<file path="config.mk">
export PLATFORM = sky130hd
export DESIGN_NAME = tracker_module_header_sniffer
export DESIGN_NICKNAME = d
export VERILOG_FILES = /design/src/tms_pkg.sv /design/src/tracker_module_header_sniffer.sv /design/src/tms_in_stage.sv /design/src/tms_tracker.sv /design/src/tms_classify.sv
export SDC_FILE = /design/constraint.sdc
export NUM_CORES = 1
export LEC_CHECK = 0
export BUFFER_PORTS_ARGS = -buffer_cell sky130_fd_sc_hd__buf_2
export CORE_ASPECT_RATIO = 2
export CORE_UTILIZATION = 56
export DETAILED_ROUTE_END_ITERATION = 8
export PLACE_DENSITY = 0.77
export SYNTH_ARGS = -nofsm -noshare
export SYNTH_HDL_FRONTEND = slang
export SYNTH_SLANG_ARGS = --single-unit
</file>
<file path="constraint.sdc">
create_clock -name clk -period 4.65 [get_ports clk]
set_clock_uncertainty 0.05 [all_clocks]
set_input_delay 0 -clock clk [delete_from_list [all_inputs] [get_ports clk]]
set_output_delay 0 -clock clk [all_outputs]
set_load 0.05 [all_outputs]
</file>
<file path="src/tms_pkg.sv">
// ---------------------------------------------------------------------------
// tms_pkg
// Shared types and constants for the tracker module header sniffer.
// ---------------------------------------------------------------------------
package tms_pkg;

  localparam int unsigned POS_W = 11;

  localparam logic [POS_W-1:0] POS_MAX    = 11'd2047;
  localparam logic [POS_W-1:0] TAG_OFFSET = 11'd1080;
  localparam logic [POS_W-1:0] TAG_END    = 11'd1084;
  localparam logic [POS_W-1:0] VER_LO_POS = 11'd58;
  localparam logic [POS_W-1:0] VER_HI_POS = 11'd59;
  localparam logic [POS_W-1:0] B12_POS    = 11'd12;
  localparam logic [POS_W-1:0] B68_POS    = 11'd68;
  localparam logic [POS_W-1:0] NAME_BASE  = 11'd20;

  localparam logic [POS_W-1:0] ZIRC_LEN = 11'd8;
  localparam logic [POS_W-1:0] XM_LEN   = 11'd17;
  localparam logic [POS_W-1:0] MXM_LEN  = 11'd4;
  localparam logic [POS_W-1:0] MXM_MIN  = 11'd3;

  localparam logic [4:0] NAME_COUNT   = 5'd31;
  localparam logic [4:0] NAME_LOW_CNT = 5'd15;
  localparam logic [4:0] NAME_LEN     = 5'd21;
  localparam logic [4:0] SLOT_LAST    = 5'd29;

  localparam logic [31:0] TAG_MK      = 32'h2E4B2E4D;
  localparam logic [15:0] XM_MIN_VER  = 16'h0104;

  localparam logic [1:0] EXT_WOW = 2'd1;
  localparam logic [1:0] EXT_MOD = 2'd2;

  localparam logic [2:0] PREFIX_ALL  = 3'b111;
  localparam logic [1:0] QUALITY_ALL = 2'b11;
  localparam logic [1:0] QUALITY_LOW = 2'b01;

  // "ziRCONia"
  localparam logic [7:0] MARK_ZIRC [0:7] = '{
    8'h7A, 8'h69, 8'h52, 8'h43, 8'h4F, 8'h4E, 8'h69, 8'h61
  };

  // "Extended Module: "
  localparam logic [7:0] MARK_XM [0:16] = '{
    8'h45, 8'h78, 8'h74, 8'h65, 8'h6E, 8'h64, 8'h65, 8'h64, 8'h20,
    8'h4D, 8'h6F, 8'h64, 8'h75, 8'h6C, 8'h65, 8'h3A, 8'h20
  };

  // "MXM" and a zero
  localparam logic [7:0] MARK_MXM [0:3] = '{8'h4D, 8'h58, 8'h4D, 8'h00};

  typedef enum logic [3:0] {
    FMT_UNKNOWN    = 4'd0,
    FMT_COMPRESSED = 4'd1,
    FMT_WOW        = 4'd2,
    FMT_MOD        = 4'd3,
    FMT_XM         = 4'd4,
    FMT_MXM        = 4'd5,
    FMT_MOD31      = 4'd6,
    FMT_MOD15      = 4'd7,
    FMT_XM_OLD     = 4'd8
  } fmt_class_t;

  typedef struct packed {
    logic       last;
    logic [7:0] data;
  } in_word_t;

  typedef struct packed {
    logic [POS_W-1:0] pos;
    logic [31:0]      tag;
    logic [2:0]       prefix;
    logic [15:0]      version;
    logic [7:0]       b12;
    logic [7:0]       b68;
    logic [1:0]       quality;
  } hdr_info_t;

endpackage

</file>
<file path="src/tracker_module_header_sniffer.sv">
// ---------------------------------------------------------------------------
// tracker_module_header_sniffer
// Identifies a tracker music module from its header bytes.
// ---------------------------------------------------------------------------
// Header bytes enter one word per cycle from file offset 0; the word with
// tlast set closes the header and yields one result word by way of the input
// register and the result register, and the header state is cleared for the
// next file. Each word passes through an input register and the header state
// update; the final word also passes the format decision and a result
// register. The stream runs at one word a cycle; input stalls only while a
// result waits at the output and the held word is a final one.
module tracker_module_header_sniffer (
  input  logic        clk,
  input  logic        rst,
  input  logic        cfg_wr_en,
  input  logic [1:0]  cfg_wr_data,      // extension_kind
  input  logic        s_axis_tvalid,
  output logic        s_axis_tready,
  input  logic [7:0]  s_axis_tdata,     // header_byte
  input  logic        s_axis_tlast,     // last_byte
  output logic        m_axis_tvalid,
  input  logic        m_axis_tready,
  output logic [15:0] m_axis_tdata      // format_class[3:0], channel_count[11:4], zero
);
  import tms_pkg::*;

  logic       ext_kind;
  logic [1:0] ext_kind_q;
  logic       held_valid;
  in_word_t   held_word;
  in_word_t   s_word;
  logic       advance;
  hdr_info_t  info;
  fmt_class_t fmt;
  logic [7:0] channels;
  logic [3:0] out_fmt;
  logic [7:0] out_ch;

  assign ext_kind = cfg_wr_en;
  assign s_word   = '{last: s_axis_tlast, data: s_axis_tdata};
  assign advance  = held_valid && (!held_word.last || !m_axis_tvalid || m_axis_tready);

  always_ff @(posedge clk) begin
    if (rst) begin
      ext_kind_q <= '0;
    end else if (ext_kind) begin
      ext_kind_q <= cfg_wr_data;
    end
  end

  tms_in_stage u_in (
    .clk        (clk),
    .rst        (rst),
    .s_valid    (s_axis_tvalid),
    .s_ready    (s_axis_tready),
    .s_word     (s_word),
    .advance    (advance),
    .held_valid (held_valid),
    .held_word  (held_word)
  );

  tms_tracker u_tracker (
    .clk  (clk),
    .rst  (rst),
    .step (advance),
    .word (held_word),
    .info (info)
  );

  tms_classify u_classify (
    .info     (info),
    .ext_kind (ext_kind_q),
    .fmt      (fmt),
    .channels (channels)
  );

  // result register
  always_ff @(posedge clk) begin
    if (rst) begin
      m_axis_tvalid <= 1'b0;
    end else if (advance && held_word.last) begin
      m_axis_tvalid <= 1'b1;
    end else if (m_axis_tready) begin
      m_axis_tvalid <= 1'b0;
    end
  end

  always_ff @(posedge clk) begin
    if (advance && held_word.last) begin
      out_fmt <= fmt;
      out_ch  <= channels;
    end
  end

  assign m_axis_tdata = {4'd0, out_ch, out_fmt};

endmodule

</file>
<file path="src/tms_in_stage.sv">
// ---------------------------------------------------------------------------
// tms_in_stage
// Input register for header words; takes a new word when it holds none or
// whenever the held word moves on in the same cycle.
// ---------------------------------------------------------------------------
module tms_in_stage (
  input  logic              clk,
  input  logic              rst,
  input  logic              s_valid,
  output logic              s_ready,
  input  tms_pkg::in_word_t s_word,
  input  logic              advance,
  output logic              held_valid,
  output tms_pkg::in_word_t held_word
);
  import tms_pkg::*;

  assign s_ready = !held_valid || advance;

  always_ff @(posedge clk) begin
    if (rst) begin
      held_valid <= 1'b0;
    end else if (s_ready) begin
      held_valid <= s_valid;
    end
  end

  always_ff @(posedge clk) begin
    if (s_ready && s_valid) begin
      held_word <= s_word;
    end
  end

endmodule

</file>
<file path="src/tms_tracker.sv">
// ---------------------------------------------------------------------------
// tms_tracker
// Header state: position, tag, prefix matches, sampled bytes and the
// sample name quality scan. Shows the state as it stands after the word.
// ---------------------------------------------------------------------------
module tms_tracker (
  input  logic               clk,
  input  logic               rst,
  input  logic               step,
  input  tms_pkg::in_word_t  word,
  output tms_pkg::hdr_info_t info
);
  import tms_pkg::*;

  hdr_info_t  hdr;
  hdr_info_t  hdr_next;
  logic [4:0] slot_index;
  logic [4:0] slot_index_next;
  logic [4:0] slot_offset;
  logic [4:0] slot_offset_next;
  logic       slot_ended;
  logic       slot_ended_next;

  always_comb begin
    logic [7:0] b;
    b                = word.data;
    hdr_next         = hdr;
    slot_index_next  = slot_index;
    slot_offset_next = slot_offset;
    slot_ended_next  = slot_ended;

    if (hdr.pos < ZIRC_LEN && b != MARK_ZIRC[hdr.pos[2:0]]) hdr_next.prefix[0] = 1'b0;
    if (hdr.pos < XM_LEN && b != MARK_XM[hdr.pos[4:0]]) hdr_next.prefix[1] = 1'b0;
    if (hdr.pos < MXM_LEN && b != MARK_MXM[hdr.pos[1:0]]) hdr_next.prefix[2] = 1'b0;

    if (hdr.pos >= TAG_OFFSET && hdr.pos < TAG_END) begin
      hdr_next.tag = hdr.tag | ({24'd0, b} << {hdr.pos[1:0], 3'b000});
    end
    if (hdr.pos == VER_LO_POS) hdr_next.version[7:0]  = hdr.version[7:0] | b;
    if (hdr.pos == VER_HI_POS) hdr_next.version[15:8] = hdr.version[15:8] | b;
    if (hdr.pos == B12_POS) hdr_next.b12 = b;
    if (hdr.pos == B68_POS) hdr_next.b68 = b;

    // empty title
    if (hdr.pos == '0 && b == 8'd0) hdr_next.quality = 2'b00;

    if (hdr.pos >= NAME_BASE && slot_index < NAME_COUNT) begin
      if (slot_offset < NAME_LEN && !slot_ended) begin
        if (b == 8'd0) begin
          slot_ended_next = 1'b1;
        end else if (b < 8'h20 || b >= 8'h80) begin
          if (slot_index < NAME_LOW_CNT) begin
            hdr_next.quality = 2'b00;
          end else begin
            hdr_next.quality = {1'b0, hdr.quality[0]};
          end
        end
      end
      if (slot_offset == SLOT_LAST) begin
        slot_offset_next = '0;
        slot_index_next  = slot_index + 5'd1;
        slot_ended_next  = 1'b0;
      end else begin
        slot_offset_next = slot_offset + 5'd1;
      end
    end

    if (hdr.pos != POS_MAX) hdr_next.pos = hdr.pos + 11'd1;
  end

  assign info = hdr_next;

  always_ff @(posedge clk) begin
    if (rst || (step && word.last)) begin
      hdr.pos     <= '0;
      hdr.tag     <= '0;
      hdr.prefix  <= PREFIX_ALL;
      hdr.version <= '0;
      hdr.b12     <= '0;
      hdr.b68     <= '0;
      hdr.quality <= QUALITY_ALL;
      slot_index  <= '0;
      slot_offset <= '0;
      slot_ended  <= 1'b0;
    end else if (step) begin
      hdr         <= hdr_next;
      slot_index  <= slot_index_next;
      slot_offset <= slot_offset_next;
      slot_ended  <= slot_ended_next;
    end
  end

endmodule

</file>
<file path="src/tms_classify.sv">
// ---------------------------------------------------------------------------
// tms_classify
// Format decision from the header state after the final word.
// ---------------------------------------------------------------------------
module tms_classify (
  input  tms_pkg::hdr_info_t  info,
  input  logic [1:0]          ext_kind,
  output tms_pkg::fmt_class_t fmt,
  output logic [7:0]          channels
);
  import tms_pkg::*;

  function automatic logic [7:0] tag_channels(input logic [31:0] t);
    logic [7:0] lo;
    logic [7:0] hi;
    logic [7:0] n;
    lo = t[7:0] - 8'h30;
    hi = t[15:8] - 8'h30;
    n  = ({4'd0, lo[3:0]} * 8'd10) + {4'd0, hi[3:0]};
    if (t == TAG_MK || t == 32'h214B214D || t == 32'h2E542E4E || t == 32'h34544C46) begin
      return 8'd4;
    end
    if (t[31:8] == 24'h4E4843 && t[7:0] >= 8'h31 && t[7:0] <= 8'h39) begin
      return lo;
    end
    if (t[31:16] == 16'h4843 && t[7:0] >= 8'h30 && t[7:0] <= 8'h39 &&
        t[15:8] >= 8'h30 && t[15:8] <= 8'h39 && n >= 8'd10 && n <= 8'd32) begin
      return n;
    end
    return 8'd0;
  endfunction

  logic [7:0] tag_ch;

  assign tag_ch = tag_channels(info.tag);

  always_comb begin
    fmt      = FMT_UNKNOWN;
    channels = 8'd0;
    priority if (info.prefix[0] && info.pos >= ZIRC_LEN) begin
      fmt = FMT_COMPRESSED;
    end else if (ext_kind == EXT_WOW && info.tag == TAG_MK) begin
      fmt = FMT_WOW;
    end else if (tag_ch != 8'd0) begin
      fmt      = FMT_MOD;
      channels = tag_ch;
    end else if (info.prefix[1] && info.pos >= XM_LEN) begin
      if (info.version < XM_MIN_VER) begin
        fmt = FMT_XM_OLD;
      end else begin
        fmt      = FMT_XM;
        channels = info.b68;
      end
    end else if (info.prefix[2] && info.pos >= MXM_MIN) begin
      fmt      = FMT_MXM;
      channels = info.b12;
    end else if (ext_kind == EXT_MOD) begin
      if (info.quality == QUALITY_ALL) begin
        fmt      = FMT_MOD31;
        channels = 8'd4;
      end else if (info.quality == QUALITY_LOW) begin
        fmt      = FMT_MOD15;
        channels = 8'd4;
      end
    end else begin
      fmt      = FMT_UNKNOWN;
      channels = 8'd0;
    end
  end

endmodule

</file>
**After elaboration in Yosys (flattened, before gate mapping)**

Memories as Yosys holds them, arrays and structs flattened.
Index checks and enable logic that the tools add are counted.

- $add $sub $neg: 6
- Multiply operators: 1
- Magnitude comparators: 25
- Equality and inequality tests: 19
- Shift operators: 1
- Mux-type cells: 55
- Bitwise logic cells: 6
- Reductions and logical operators: 45

Operators by type and width:

| operator | count |
|---|---|
| 8-bit 2-to-1 mux | 22 |
| 32-bit by 30-bit equality test with 1-bit output (second input constant) | 4 |
| 32-bit 2-to-1 mux | 1 |
| 32-bit OR | 1 |
| 8-bit by 5-bit << shifter with 32-bit output | 1 |
| 24-bit by 23-bit equality test with 1-bit output (second input constant) | 1 |
| 8-bit by 6-bit greater-or-equal comparator with 1-bit output (second input constant) | 3 |
| 8-bit by 6-bit <= comparator with 1-bit output (second input constant) | 3 |
| 8-bit inequality test | 3 |
| 11-bit by 6-bit equality test with 1-bit output (second input constant) | 2 |
| 11-bit by 5-bit greater-or-equal comparator with 1-bit output (second input constant) | 2 |
| 1-bit logical AND | 22 |
| 4-bit 2-to-1 mux | 5 |
| 8-bit binary-select mux with 2-bit select | 1 |
| 16-bit by 15-bit equality test with 1-bit output (second input constant) | 1 |
| 16-bit by 9-bit less-than comparator with 1-bit output (second input constant) | 1 |
| 8-bit OR | 2 |
| 1-bit 2-to-1 mux | 15 |
| 2-bit 2-to-1 mux | 7 |
| 11-bit by 1-bit adder with 11-bit output (second input constant) | 1 |
| 11-bit by 4-bit equality test with 1-bit output (second input constant) | 1 |
| 11-bit by 7-bit equality test with 1-bit output (second input constant) | 1 |
| 11-bit greater-or-equal comparator (second input constant) | 1 |
| 11-bit by 2-bit greater-or-equal comparator with 1-bit output (second input constant) | 1 |
| 39 further kinds | 56 |

- Register bits after elaboration: 116
- ROM bits: 320
- Input port bits: 16
- Memories: 2

Memory list:

| name | words | bits a word | read ports | clocked after memory_dff | wr ports | line | RTL |
|---|---|---|---|---|---|---|---|
| (name not given) | 32 | 8 | 1 | 0 | 0 | tms_tracker.sv:33 | `if (hdr.pos < XM_LEN && b != MARK_XM[hdr.pos[4:0]]) hdr_next.prefix[1] = 1'b0;` |
| (name not given) | 8 | 8 | 1 | 0 | 0 | tms_tracker.sv:32 | `if (hdr.pos < ZIRC_LEN && b != MARK_ZIRC[hdr.pos[2:0]]) hdr_next.prefix[0] = 1'b0;` |

**Longest topological paths before layout**

- Depth after elaboration: 19
- Mapped depth: 18
- Gate-level depth less buffers: 15

**Cells and area by module**

From an unflattened synthesis, not the netlist that was laid out.

- Cells, all modules: 819
- Area total of the unflattened synthesis: 7016.7 um2

By module, submodules not included:

| module | times used | cells an instance | area each (um2) |
|---|---|---|---|
| tms_tracker | 1 | 593 | 4903.5 |
| tms_classify | 1 | 182 | 1273.7 |
| tracker_module_header_sniffer | 1 | 30 | 514.2 |
| tms_in_stage | 1 | 14 | 325.3 |

**Worst setup path after synthesis**

No wires, ideal clock.

- Kind: reg-to-reg
- Start point: reg u_tracker.hdr[78] in the netlist's numbering
- End point: reg out_ch[1], data pin
- Setup time: 0.269 ns
- Arrival time: 4.422 ns
- Slack: -0.091 ns
- Cell stages (with the launch flop): 18
- Period minus slack after synthesis: 4.741 ns
- Cell sequence: dfxtp_1 -> clkbuf_1 -> and4bb_2 -> buf_2 -> a41oi_1 -> inv_1 -> ha_1 -> ha_1 -> fa_1 -> and3_1 -> a32o_1 -> or3b_1 -> nand3_1 -> o221ai_1 -> or4_4 -> o211a_1 -> nand4bb_1 -> o31ai_1

RTL lines:

| item | line | RTL |
|---|---|---|
| start: declaration | tms_tracker.sv:15 | `hdr_info_t hdr;` |
| start signal: assignment | tms_tracker.sv:86 | `hdr <= hdr_next;` |
| end signal: assignment | tracker_module_header_sniffer.sv:91 | `out_ch <= channels;` |
| end: declaration | tracker_module_header_sniffer.sv:37 | `logic [7:0] out_ch;` |

==> results.txt <==
Final min period -> 4.50 ns
Capturing element type of the critical path -> flip-flop
Max Clk Rate -> 222 MHz
Mapped cell area -> 7340 um^2
Area leader, netlist -> dfxtp_1
Slew @ Worst Pin -> 1.12 ns
Root buf cell -> clkbuf_16
Highest routed layer -> met4
CP Cell Sequence -> nor4b_4 -> buf_4 -> a41oi_1 -> inv_1 -> ha_1 -> ha_1 -> fa_2 -> and3_1 -> a32o_1 -> or3b_1 -> nand3_1 -> o221ai_1 -> or4_4 -> o211a_1 -> nand4bb_1 -> o31ai_1
Fin crit share -> 96.8%
Buffers & Inverters on Critical Path -> 2
CP Launch Type -> flip-flop
M1 WL -> 8.81 mm
Routed vias -> 7608
Slew headroom -> 24.1%
# DRC -> 0
DR vias/cell -> 6.87
Gpl congestion -> 1.02
Port bufs -> 29
Most used cell, CP -> ha_1
Slew Viols, Final -> 0
Initial antenna violation count -> 0
Number of antenna diodes -> 0
Layout cells sized above 1 -> 14.8%
Post-synth EDFFs -> 21
Area Overhead vs Synth -> 16.1%
Setup violators final -> 0
Clk buf depth -> 2
Final TNS setup -> 0 ns
CP top delay family -> simple AND/OR/NAND/NOR gates
CTS buffer count -> 17
Worst skew pair latency -> 0.42 ns
Synthesized area per cell -> 8.14 um^2
First-pass detailed-route iteration total -> 6
Ports -> 34
Met3 WL -> 1.95 mm
Post-layout nets -> 984
Final core utilization -> 67.1%
Min-delay worst type -> input port to flip-flop
Metal2 WL -> 12.5 mm
Die Y -> 164 um
Initial DRC count -> 679
Post-synth top area share -> 25.4%
Final Hold Fails -> 0
Die X -> 83.0 um
LEAKAGE -> 3.30 nW
Clk pin slew, worst setup/hold paths -> 0.06 ns
Die area -> 13600 um^2
CTS tree -> done
CP max FO -> 4
Required @ worst endpoint -> 4.74 ns
Peak VDD IR -> 0.000272 V
ANT nets after route -> 0
Top post-synthesis cells by area -> dfxtp_1, edfxtp_1, nor2_1
Final Instance Count excl. Fillers -> 1108
Vias in the first global route -> 7356
Crit Path Category -> flip-flop to flip-flop
Register area share after synthesis -> 33.9%
Rows -> 58
Slowest stage delay, CP -> 0.63 ns
Overall routing resource usage -> 38.5%
Sink Count -> 114
Ys async rst share -> 0%
Ys flop type -> dfxtp_1
Core area -> 12700 um^2
Syn Inst Count -> 902
Starting Density -> 57.8%
WL final -> 25.8 mm
Max-cap violations -> 0
Power Density -> 304 nW/um^2
Final HPWL DP -> 17.9 mm
Status -> complete, no violations
Synth Register Bits -> 114
H-tree Lvls -> 4
Crit path DAT -> 4.60 ns
Slowest-stage cell, CP -> or4_4
Largest net degree at the start of global routing -> 47
Unique masters post-synth -> 90
First-pass GRT wire length -> 39.7 mm
Yosys Warn Count -> 0
Inst Count DP -> 1057
Wire length per cell -> 23.3 um
Total gr overflow -> 0
## layout by cell type, fill, tap and decap left out, types with 23 or more instances in the layout
master   netlist  final
nor3_1        34     34
mux2i_1       23     23
nand2_1       68     68
a31oi_1       32     32
nor2_1       123    123
o21ai_0       26     26
buf_2         11     29
dfxtp_1       93     93
a21oi_1       66     66
buf_4          4     49
nand3_1       25     25
## tightest hold or removal path, cell delays in order
cell and delay (ns):
buf_2 0.08, nor2b_1 0.07, a31oi_1 0.24
## power breakdown
part	switching (W)	internal (W)	leakage (nW)
clock	0.000505	0.000872	0.292
sequential	0.0000115	0.00102	0.949
combinational	0.000129	0.0000592	2.06
total	0.000646	0.00195	3.30
## cell families after synthesis
| group | after synthesis | share of synthesized area [%] |
|---|---|---|
| AO/OA/AOI/OAI | 219 | 19.8 |
| XOR/XNOR | 32 | 3.82 |
| adder cells (fa/ha/maj) | 23 | 4.12 |
| buffers and inverters | 95 | 5.35 |
| flip-flops | 114 | 33.9 |
| multiplexers | 28 | 4.06 |
| other | 1 | 0.0511 |
| AND/OR/NAND/NOR | 390 | 28.8 |
## sequential cells by signal, summed over array words and instances, names as in the netlist, 2 cells and up
signal	cells
u_tracker.slot_offset	5
u_tracker.slot_index	5
ext_kind_q	2
out_ch	8
u_in.held_word	9
u_tracker.hdr	78
out_fmt	4
## what timing repair did
item                       CTS  global route
resized for setup            0             1
setup buffers                0             2
setup endpoints to repair    0             9
hold buffers                17             0
hold endpoints to repair    18             0
## synth_stat cells, drive strengths merged, types with 4 or more instances
library cell    n
nand2          68
a22oi           4
xnor2          18
or4             8
nor3b           6
and2           11
a41oi          13
ha             21
nand3b          5
o21a            4
a211oi          6
nand2b          8
a21o            5
o21ai          35
a21oi          66
or3             9
nor3           35
a31oi          32
nor4b           5
and3           10
or2             6
o31ai           5
clkbuf         53
mux2i          23
nand3          25
o41ai           4
inv            21
nand4          16
mux2            4
nor2b          13
buf            21
nor4           19
dfxtp          93
edfxtp         21
nor2          123
nand4b          6
xor2           14
## final timing paths
check                          from                 to  slack (ns)  cells after the start
setup / recovery  u_tracker.hdr[76]          out_ch[1]        0.15                     16
hold / removal        m_axis_tready  u_in.held_word[8]        0.08                      3
setup reg to reg  u_tracker.hdr[76]          out_ch[1]        0.15                     16
hold reg to reg    u_tracker.hdr[3]   u_tracker.hdr[3]        0.40                      2
## routing by layer
layer	global-route usage [%]	up-vias
li1	-	3406
met1	38.9	3613
met2	65.8	431
met3	9.10	158
met4	33.7	0
met5	0	-
## layout make-up
cell class / count / area (um^2)
inverters: 21 / 78.8
clock buffers: 19 / 454
flip-flops and latches: 114 / 2490
repair buffers: 95 / 683
fillers: 1044 / 4180
well taps: 150 / 188
clock inverters: 13 / 158
multi-input cells: 696 / 4470
## per-stage QoR
| step | cell area (um^2) | total power (W) | setup slack (ns) | hold slack, ns |
|---|---|---|---|---|
| 2_1_floorplan | 7350 | 0.00117 | 0.0101 | 0.0191 |
| 3_3_place_gp | 7720 | 0.00122 | 0.209 | 0.127 |
| 3_5_place_dp | 7720 | 0.00122 | 0.124 | 0.129 |
| 4_1_cts | 8510 | 0.00259 | 0.107 | 0.0947 |
| 5_1_grt | 8520 | 0.00265 | -0.0217 | 0.101 |
| 6_report | 8520 | 0.00260 | 0.147 | 0.0778 |
(Power assumes the default switching activity.)
